--- src/rtl/pcsp_pkg.sv ---
// Shared types and constants of the potentiometer step pulser.
// No dependencies; imported by every module of the block.
package pcsp_pkg;

    // Configuration register indexes
    localparam logic [2:0] REG_ALPHA     = 3'd0;
    localparam logic [2:0] REG_FAST_US   = 3'd1;
    localparam logic [2:0] REG_SLOW_US   = 3'd2;
    localparam logic [2:0] REG_DEBOUNCE  = 3'd3;
    localparam logic [2:0] REG_DIRECTION = 3'd4;

    localparam int CFG_IDX_W  = 3;
    localparam int CFG_DATA_W = 16;
    localparam int OUT_W      = 16;

    // Datapath operations, one per controller step
    localparam logic [2:0] OP_IDLE  = 3'd0;
    localparam logic [2:0] OP_SEED  = 3'd1;
    localparam logic [2:0] OP_EMA_A = 3'd2;
    localparam logic [2:0] OP_EMA_B = 3'd3;
    localparam logic [2:0] OP_EMA_C = 3'd4;
    localparam logic [2:0] OP_IVL_A = 3'd5;
    localparam logic [2:0] OP_IVL_B = 3'd6;
    localparam logic [2:0] OP_CMP   = 3'd7;

    // Shared multiplier operand width
    localparam int MW = 27;

    localparam logic [8:0]  ALPHA_ONE = 9'd256;
    // x / 960 = ((x >> 6) * RECIP15) >> 30, exact for x >> 6 below 2^26
    localparam int          DIV_PRE       = 6;
    localparam int          RECIP15_SHIFT = 30;
    localparam logic [26:0] RECIP15       = 27'd71582789;
    localparam int          Q_W           = 23;
    // (y * 106) / 999 = (y * RECIP_PCT) >> 20, exact for y up to 951
    localparam int          PCT_SHIFT = 20;
    localparam logic [26:0] RECIP_PCT = 27'd111261;
    localparam logic [16:0] PCT_SAT_E = 17'd953;
    localparam logic [6:0]  PCT_MAX   = 7'd100;

    typedef struct packed {
        logic       load;
        logic [2:0] op;
        logic       fin;
    } t_cmd;

    typedef struct packed {
        logic seeded;
    } t_sts;

endpackage

--- src/rtl/pcsp_ctrl.sv ---
// Sequencer of the step pulser: walks the datapath through one item.
// Depends on pcsp_pkg; drives pcsp_dp by command struct.
module pcsp_ctrl
    import pcsp_pkg::*;
(
    input  logic i_clk,
    input  logic i_rst_n,
    input  logic i_s_tvalid,
    output logic o_s_tready,
    output logic o_m_tvalid,
    input  logic i_m_tready,
    input  t_sts i_sts,
    output t_cmd o_cmd
);

    localparam logic [3:0] S_IDLE  = 4'd0;
    localparam logic [3:0] S_SEED  = 4'd1;
    localparam logic [3:0] S_EMA_A = 4'd2;
    localparam logic [3:0] S_EMA_B = 4'd3;
    localparam logic [3:0] S_EMA_C = 4'd4;
    localparam logic [3:0] S_IVL_A = 4'd5;
    localparam logic [3:0] S_IVL_B = 4'd6;
    localparam logic [3:0] S_CMP   = 4'd7;
    localparam logic [3:0] S_FIN   = 4'd8;

    logic [3:0] r_state, n_state;
    logic       r_out_valid, n_out_valid;
    logic       accept, out_free;

    assign o_s_tready = (r_state == S_IDLE);
    assign accept     = i_s_tvalid && o_s_tready;
    assign out_free   = !r_out_valid || i_m_tready;
    assign o_m_tvalid = r_out_valid;

    always_comb begin
        n_state     = r_state;
        n_out_valid = r_out_valid && !i_m_tready;
        o_cmd       = '{load: accept, op: OP_IDLE, fin: 1'b0};
        case (r_state)
            S_IDLE: begin
                if (accept) begin
                    n_state = i_sts.seeded ? S_EMA_A : S_SEED;
                end
            end
            S_SEED: begin
                o_cmd.op = OP_SEED;
                n_state  = S_CMP;
            end
            S_EMA_A: begin
                o_cmd.op = OP_EMA_A;
                n_state  = S_EMA_B;
            end
            S_EMA_B: begin
                o_cmd.op = OP_EMA_B;
                n_state  = S_EMA_C;
            end
            S_EMA_C: begin
                o_cmd.op = OP_EMA_C;
                n_state  = S_IVL_A;
            end
            S_IVL_A: begin
                o_cmd.op = OP_IVL_A;
                n_state  = S_IVL_B;
            end
            S_IVL_B: begin
                o_cmd.op = OP_IVL_B;
                n_state  = S_CMP;
            end
            S_CMP: begin
                o_cmd.op = OP_CMP;
                n_state  = S_FIN;
            end
            S_FIN: begin
                // hold until the output register is free
                if (out_free) begin
                    o_cmd.fin   = 1'b1;
                    n_out_valid = 1'b1;
                    n_state     = S_IDLE;
                end
            end
            default: begin
                n_state = S_IDLE;
            end
        endcase
    end

    always_ff @(posedge i_clk) begin
        if (!i_rst_n) begin
            r_state     <= S_IDLE;
            r_out_valid <= 1'b0;
        end else begin
            r_state     <= n_state;
            r_out_valid <= n_out_valid;
        end
    end

endmodule

--- src/rtl/pcsp_dp.sv ---
// Datapath of the step pulser: configuration, filter, interval and percent
// arithmetic on one shared multiplier, and the result register.
// Depends on pcsp_pkg; sequenced by pcsp_ctrl.
module pcsp_dp
    import pcsp_pkg::*;
#(
    parameter int SAMPLE_BITS = 10
) (
    input  logic                   i_clk,
    input  logic                   i_rst_n,
    input  logic                   i_cfg_we,
    input  logic [CFG_IDX_W-1:0]   i_cfg_index,
    input  logic [CFG_DATA_W-1:0]  i_cfg_data,
    input  logic [SAMPLE_BITS-1:0] i_sample,
    input  logic                   i_button,
    input  logic [31:0]            i_now_us,
    input  logic [31:0]            i_now_ms,
    input  t_cmd                   i_cmd,
    output t_sts                   o_sts,
    output logic                   o_step_pulse,
    output logic                   o_enable_level,
    output logic                   o_direction_level,
    output logic                   o_percent_valid,
    output logic [6:0]             o_speed_percent
);

    localparam int FW = SAMPLE_BITS + 8;

    // configuration
    logic [8:0]  r_alpha;
    logic [15:0] r_fast, r_slow, r_debounce;
    logic        r_dir;

    // item registers
    logic [SAMPLE_BITS-1:0] r_s;
    logic                   r_btn;
    logic [31:0]            r_us, r_ms;

    // state
    logic             r_seeded, r_stop, r_en;
    logic [FW-1:0]    r_f, r_acc;
    logic [31:0]      r_last_step, r_last_press;
    logic [6:0]       r_shown;

    // working registers
    logic [2*MW-1:0]  r_prod;
    logic             r_neg, r_step, r_pclamp;
    logic [15:0]      r_mag;

    // result register
    logic       r_o_pulse, r_o_en, r_o_dir, r_o_pv;
    logic [6:0] r_o_pct;

    logic [8:0]             a_eff;
    logic [MW-1:0]          mul_a, mul_b;
    logic                   mul_en;
    logic [SAMPLE_BITS-1:0] e;
    logic [16:0]            e17;
    logic [9:0]             y;
    logic [Q_W-1:0]         q;
    logic [23:0]            fast24, q24, ival;
    logic [6:0]             p;
    logic                   pct_moved, press;

    assign a_eff  = (r_alpha > ALPHA_ONE) ? ALPHA_ONE : r_alpha;
    assign e      = r_f[FW-1:8];
    assign e17    = 17'(e);
    assign y      = (e17 == 17'd0) ? 10'd0 : 10'(e17 - 17'd1);
    assign q      = r_prod[RECIP15_SHIFT +: Q_W];
    assign fast24 = 24'(r_fast);
    assign q24    = 24'(q);
    assign ival   = r_neg ? ((q24 > fast24) ? 24'd0 : fast24 - q24) : fast24 + q24;
    assign p      = r_pclamp ? PCT_MAX : r_prod[PCT_SHIFT +: 7];

    assign pct_moved = (({1'b0, p} + 8'd1) < {1'b0, r_shown}) ||
                       ({1'b0, p} > ({1'b0, r_shown} + 8'd1));
    assign press     = ((r_ms - r_last_press) > 32'(r_debounce)) && r_btn;

    // operand selection for the shared multiplier
    always_comb begin
        mul_en = 1'b1;
        mul_a  = '0;
        mul_b  = '0;
        case (i_cmd.op)
            OP_EMA_A: begin
                mul_a = MW'(ALPHA_ONE - a_eff);
                mul_b = MW'(r_f);
            end
            OP_EMA_B: begin
                mul_a = MW'(a_eff);
                mul_b = MW'(r_s);
            end
            OP_IVL_A: begin
                mul_a = MW'(e);
                mul_b = MW'(r_mag);
            end
            OP_IVL_B: begin
                mul_a = MW'(r_prod[SAMPLE_BITS+15:DIV_PRE]);
                mul_b = RECIP15;
            end
            OP_CMP: begin
                mul_a = MW'(y);
                mul_b = RECIP_PCT;
            end
            default: begin
                mul_en = 1'b0;
            end
        endcase
    end

    always_ff @(posedge i_clk) begin
        if (!i_rst_n) begin
            r_alpha    <= 9'd64;
            r_fast     <= 16'd500;
            r_slow     <= 16'd5000;
            r_debounce <= 16'd200;
            r_dir      <= 1'b0;
        end else if (i_cfg_we) begin
            case (i_cfg_index)
                REG_ALPHA:     r_alpha    <= i_cfg_data[8:0];
                REG_FAST_US:   r_fast     <= i_cfg_data;
                REG_SLOW_US:   r_slow     <= i_cfg_data;
                REG_DEBOUNCE:  r_debounce <= i_cfg_data;
                REG_DIRECTION: r_dir      <= i_cfg_data[0];
                default: ;
            endcase
        end
    end

    always_ff @(posedge i_clk) begin
        if (i_cmd.load) begin
            r_s   <= i_sample;
            r_btn <= i_button;
            r_us  <= i_now_us;
            r_ms  <= i_now_ms;
        end
        if (mul_en) begin
            r_prod <= mul_a * mul_b;
        end
        case (i_cmd.op)
            OP_EMA_B: r_acc <= r_prod[8 +: FW];
            OP_EMA_C: begin
                r_neg <= r_slow < r_fast;
                r_mag <= (r_slow < r_fast) ? r_fast - r_slow : r_slow - r_fast;
            end
            OP_CMP: begin
                r_step   <= r_seeded && ((r_us - r_last_step) > 32'(ival));
                r_pclamp <= e17 >= PCT_SAT_E;
            end
            default: ;
        endcase
        if (i_cmd.fin) begin
            r_o_dir <= r_dir;
            if (!r_seeded) begin
                r_o_pulse <= 1'b0;
                r_o_pv    <= 1'b1;
                r_o_pct   <= p;
                r_o_en    <= r_en;
            end else begin
                r_o_pulse <= r_step;
                r_o_pv    <= r_step && pct_moved;
                r_o_pct   <= (r_step && pct_moved) ? p : r_shown;
                r_o_en    <= (r_step && press) ? !r_stop : r_en;
            end
        end
    end

    always_ff @(posedge i_clk) begin
        if (!i_rst_n) begin
            r_seeded     <= 1'b0;
            r_f          <= '0;
            r_last_step  <= '0;
            r_last_press <= '0;
            r_shown      <= '0;
            r_stop       <= 1'b0;
            r_en         <= 1'b1;
        end else begin
            case (i_cmd.op)
                OP_SEED:  r_f <= {r_s, 8'd0};
                OP_EMA_C: r_f <= r_acc + r_prod[FW-1:0];
                default: ;
            endcase
            if (i_cmd.fin) begin
                if (!r_seeded) begin
                    r_seeded <= 1'b1;
                    r_shown  <= p;
                end else if (r_step) begin
                    r_last_step <= r_us;
                    if (pct_moved) begin
                        r_shown <= p;
                    end
                    if (press) begin
                        r_last_press <= r_ms;
                        r_stop       <= !r_stop;
                        r_en         <= !r_stop;
                    end
                end
            end
        end
    end

    assign o_sts.seeded      = r_seeded;
    assign o_step_pulse      = r_o_pulse;
    assign o_enable_level    = r_o_en;
    assign o_direction_level = r_o_dir;
    assign o_percent_valid   = r_o_pv;
    assign o_speed_percent   = r_o_pct;

endmodule

--- src/rtl/pot_controlled_step_pulser.sv ---
// Top level of the potentiometer-controlled step pulser.
// Depends on pcsp_pkg, pcsp_ctrl and pcsp_dp.
//
// One beat in, one beat out. Each input beat carries a potentiometer sample,
// the stop-button level and free-running microsecond and millisecond times.
// The first beat after reset seeds the moving average with the sample and
// reports its speed percentage; every later beat updates the average with
// the Q0.8 weight in register 0, maps the integer reading linearly between
// the fast interval (reading 0) and the slow interval (reading 960),
// saturating at zero, and issues a step when more microseconds than that
// interval have passed since the last step. Only a stepping beat re-reports
// the percentage (when it moved by more than one) and looks at the button,
// which toggles a stop flag once per debounce window; the enable level then
// becomes the old flag inverted. An accepted item runs the steps EMA_A to
// FIN (SEED, CMP, FIN when seeding); its result is registered as FIN ends
// and the next input beat is taken only after that: every product of the
// filter, the interval map and the percentage passes through one shared
// registered multiplier, one product per cycle. Input is taken while a
// finished result still waits in the output register; a result waits in
// FIN only while the previous one has not been taken. Configuration
// writes are always ready and should be made only while the block is idle.
module pot_controlled_step_pulser
    import pcsp_pkg::*;
#(
    parameter int SAMPLE_BITS = 10
) (
    input  logic                  i_clk,
    input  logic                  i_rst_n,
    // input beats
    input  logic                  i_s_tvalid,
    output logic                  o_s_tready,
    // pot_sample[SAMPLE_BITS], button_level, now_us[32], now_ms[32], zero pad
    input  logic [((SAMPLE_BITS+65+7)/8)*8-1:0] i_s_tdata,
    // result beats
    output logic                  o_m_tvalid,
    input  logic                  i_m_tready,
    // step_pulse, enable_level, direction_level, percent_valid,
    // speed_percent[7], zero pad
    output logic [OUT_W-1:0]      o_m_tdata,
    // configuration writes
    input  logic                  i_cfg_valid,
    output logic                  o_cfg_ready,
    input  logic [CFG_IDX_W-1:0]  i_cfg_index,
    input  logic [CFG_DATA_W-1:0] i_cfg_data
);

    localparam int BTN_POS = SAMPLE_BITS;
    localparam int US_POS  = SAMPLE_BITS + 1;
    localparam int MS_POS  = SAMPLE_BITS + 33;

    t_cmd       cmd;
    t_sts       sts;
    logic       step_pulse, enable_level, direction_level, percent_valid;
    logic [6:0] speed_percent;

    assign o_cfg_ready = 1'b1;

    pcsp_ctrl u_ctrl (
        .i_clk      (i_clk),
        .i_rst_n    (i_rst_n),
        .i_s_tvalid (i_s_tvalid),
        .o_s_tready (o_s_tready),
        .o_m_tvalid (o_m_tvalid),
        .i_m_tready (i_m_tready),
        .i_sts      (sts),
        .o_cmd      (cmd)
    );

    pcsp_dp #(
        .SAMPLE_BITS (SAMPLE_BITS)
    ) u_dp (
        .i_clk             (i_clk),
        .i_rst_n           (i_rst_n),
        .i_cfg_we          (i_cfg_valid && o_cfg_ready),
        .i_cfg_index       (i_cfg_index),
        .i_cfg_data        (i_cfg_data),
        .i_sample          (i_s_tdata[SAMPLE_BITS-1:0]),
        .i_button          (i_s_tdata[BTN_POS]),
        .i_now_us          (i_s_tdata[US_POS +: 32]),
        .i_now_ms          (i_s_tdata[MS_POS +: 32]),
        .i_cmd             (cmd),
        .o_sts             (sts),
        .o_step_pulse      (step_pulse),
        .o_enable_level    (enable_level),
        .o_direction_level (direction_level),
        .o_percent_valid   (percent_valid),
        .o_speed_percent   (speed_percent)
    );

    // pack the result beat, lowest field first
    assign o_m_tdata = {5'd0, speed_percent, percent_valid, direction_level,
                        enable_level, step_pulse};

endmodule

--- config.mk ---
export PLATFORM = sky130hd
export DESIGN_NAME = pot_controlled_step_pulser
export DESIGN_NICKNAME = d
export VERILOG_FILES = /design/src/rtl/pcsp_pkg.sv /design/src/rtl/pcsp_ctrl.sv /design/src/rtl/pcsp_dp.sv /design/src/rtl/pot_controlled_step_pulser.sv
export SDC_FILE = /design/constraint.sdc
export NUM_CORES = 2
export LEC_CHECK = 0
export ABC_CLOCK_PERIOD_IN_PS = 24400
export BUFFER_PORTS_ARGS = -buffer_cell sky130_fd_sc_hd__buf_2
export CAP_MARGIN = 10
export CORE_ASPECT_RATIO = 1.75
export CORE_MARGIN = 3
export CORE_UTILIZATION = 45
export DETAILED_ROUTE_END_ITERATION = 6
export HOLD_SLACK_MARGIN = 0.15
export PLACE_DENSITY = 0.58
export REMOVE_ABC_BUFFERS = 1
export SYNTH_ARGS = -nofsm -noshare
export SYNTH_HDL_FRONTEND = slang
export SYNTH_HIERARCHICAL = 1
export SYNTH_SLANG_ARGS = --single-unit
--- constraint.sdc ---
create_clock -name i_clk -period 24.4 [get_ports i_clk]
set_input_delay 4.88 -clock i_clk [delete_from_list [all_inputs] [get_ports i_clk]]
set_output_delay 4.88 -clock i_clk [all_outputs]
set_load 0.02 [all_outputs]
==> flow_summary.ini <==
[outcome]
result_of_the_run = completed

[clock_network]
clock_latency_ns = 0.58
post_cts_resized = 0
cts_hold_repair.buffers = 0
tritoncts = built
cts.root.buffer_cell = sky130_fd_sc_hd__clkbuf_16
cts_post_setup_buffers_inserted = 0
numCtsBuffers = 41
sinks_on_the_clock_net = 326
cts-root-to-sink-buffers = 3
htree_num_levels = 2
path_clk_slew_ns = 0.06

[floorplan]
initial_core_util_pct = 45.5
die-height_um = 388
rows = 139
fp.coreArea_um2 = 82300
floorplan.die.width_um = 224
ioPinCount = 123
fp.dieArea_um2 = 86900

[yosys]
yosysUniqueCellTypes = 91
postSynthAreaPerCell_um2 = 9.07
ys_seq_elements = 326
ys.flop_type = sky130_fd_sc_hd__edfxtp_1
synth-warning-count = 6
synth-edff-count = 171
ys_top_cells_by_area = sky130_fd_sc_hd__fa_1 (24%), sky130_fd_sc_hd__edfxtp_1 (14%), sky130_fd_sc_hd__ha_1 (13%)
netlist_instances = 4130
synth_async_sr_flop_share_pct = 0
synth_largest_area_cell = sky130_fd_sc_hd__fa_1
synth.top_cell.area_share_pct = 24.0
seq_area_frac_synth_pct = 22.0
netlist_top_cells_count = sky130_fd_sc_hd__inv_1 (788), sky130_fd_sc_hd__nand2_1 (489), sky130_fd_sc_hd__fa_1 (449)
synth.cell_area_um2 = 37500
synth.most_common_cell = sky130_fd_sc_hd__inv_1

[critical_path]
r2r-end = u_dp/r_prod[44]
crit_path_start = u_dp/r_f[8]
worst-endpoint-required_ns = 24.72
worstSetupPathType = reg2reg
startpoint_class = register
critPathBufInv = 5
worst-endpoint-arrival_ns = 10.34
critical-path-top-cell-by-count = sky130_fd_sc_hd__fa_1
setup.worst_path.end = u_dp/r_prod[44]
crit-reg2reg-launch = u_dp/r_f[8]
top_delay_family_on_crit_path = adder cells
critPathCaptureType = register
critical_path.max_stage_delay_ns = 0.93
worst_reg_to_reg_setup_slack_ns = 14.38
reg2regPathDepth = 30
critical_path.max_fanout = 15
slowest_stage = sky130_fd_sc_hd__a211oi_1
worstSetupPathDepth = 30

[cells_and_area]
final_nets = 5357
final_area_um2 = 41400
drive_gt1_share_pct = 5.84
layout.filler_cells = 7986
synthToLayoutAreaGrowth_pct = 10.4
fraction_of_the_core_area_covered_by_cells_at_the_end_of_the_flow_pct = 50.3
finish.cell_count_without_fillers = 5496

[place]
finalWeightedCongestion = 0.948
io_buffers = 111
detailedPlacementHpwl_mm = 85.1
placed_instances = 5418
placement.cell_area_um2 = 39900
place_ws_ns = 14.49

[timing]
period_share_pct = 41.1
setup_repair_after_global_routing_missed_its_margin = no
final.min_clock_period_ns = 10.02
finalHoldViolCount = 0
skew_ns = 0.0226
achievable_clock_frequency_mhz = 99.8
worst_slew_pin_slew_ns = 1.15
setup_viol_count_final = 0
slew_violations = 0
max_slew_margin_pct = 22.6
holdWs_ns = 0.428
setup_slack_ns = 14.38
final.setup.tns_ns = 0

[routing]
postRouteAntennaNets = 0
drtPass1Iterations = 7
dr.first_iter.drc_count = 1439
mean_number_of_vias_per_cell = 5.26
route.final.wire_length_mm = 104
drt-wirelength-per-cell_um = 18.8
drc_markers = 0
routed-via-count = 28900

[pwr]
power-per-cell-area_nw_per_um2 = 132
leakagePower_nw = 19.2
power.total_mw = 5.47
max-vdd-ir-drop_mv = 0.271

[grt]
grt_antenna_before_repair = 4
wire_length_of_the_first_global_routing_pass_mm = 162
maximum_number_of_pins_on_one_net_before_global_route_repair = 94
globalRoute.totalOverflow = 0
groute.usage.overall_pct = 24.1
grt_pass1_vias = 30000

[min_path]
hold_class = reg2reg

[job]
drv_cap = 0
worst min path at each step:
stage | start | end | slack [ns] | cells past startpoint
after global routing | u_dp/r_dir | u_dp/o_direction_level | 0.45 | 0
after CTS | u_dp/r_dir | u_dp/o_direction_level | 0.42 | 0
after global placement | u_dp/r_dir | u_dp/o_direction_level | 0.42 | 0
after detailed placement | u_dp/r_dir | u_dp/o_direction_level | 0.42 | 0
after floorplan | u_dp/r_dir | u_dp/o_direction_level | 0.41 | 0
final | u_dp/r_dir | u_dp/o_direction_level | 0.43 | 0
logic make-up after synthesis:
logic type	share of synthesized area [%]
buffers and inverters	9.58
AO/OA/AOI/OAI	13.5
multiplexers	1.87
XOR/XNOR	2.95
adder cells (fa/ha/maj)	37.3
AND/OR/NAND/NOR	12.7
flip-flops	22.0
other	0.0401
metal layers:
layer  wire length, um  up-vias  track usage, %
li1                  -    13800               -
met1             37500    14200            25.9
met2             56500      621            46.6
met3              3450      237            2.31
met4              6180        6            11.7
met5                34        -               0
cell usage in the layout (no fill, tap or decap), drive strengths merged, types with 13 or more instances in the layout:
cell     Yosys  layout
a31oi       13      13
a2111oi     13      13
o21bai      25      25
xor2        45      45
clkbuf     101      49
mux2i       65      65
a21oi      233     233
edfxtp     171     171
nand4       29      29
ha         400     400
xnor2       81      81
o211ai      27      27
fa         449     449
nand2      489     489
nor2b       50      50
a22oi       13      13
o21a        39      39
inv        791     796
a211oi      28      28
buf         30     148
nor3        52      52
a21o        76      76
and3        27      27
dfxtp      155     155
nand2b      30      30
clkinv       3      14
o21ai      153     153
a21boi      27      27
and2        37      37
conb         4     218
or3         16      16
nor2       227     227
nand3       57      57
where the power goes:
group	switching (mW)	internal (mW)
registers	0.0858	0.799
logic	2.34	1.57
clock network	0.255	0.415
flip-flops by register name, indices dropped and copies added (netlist names), 16 cells and up:
signal,count
u_dp/r_prod,48
u_dp/r_last_press,32
u_dp/r_last_step,32
u_dp/r_ms,32
u_dp/r_us,32
u_dp/r_acc,18
u_dp/r_f,18
u_dp/r_debounce,16
u_dp/r_fast,16
u_dp/r_mag,16
u_dp/r_slow,16
layout make-up:
cell class	instances	area (um^2)	area share, %
multi-input cells	3093	26500	64.1
flip-flops and latches	326	8240	19.9
inverters	794	2980	7.21
well taps	1057	1320	3.20
clock buffers	49	1080	2.60
repair buffers	148	836	2.02
clock inverters	27	403	0.974
diodes	2	5.00	0.0121
No activity file was read; power rests on OpenSTA's default activity.
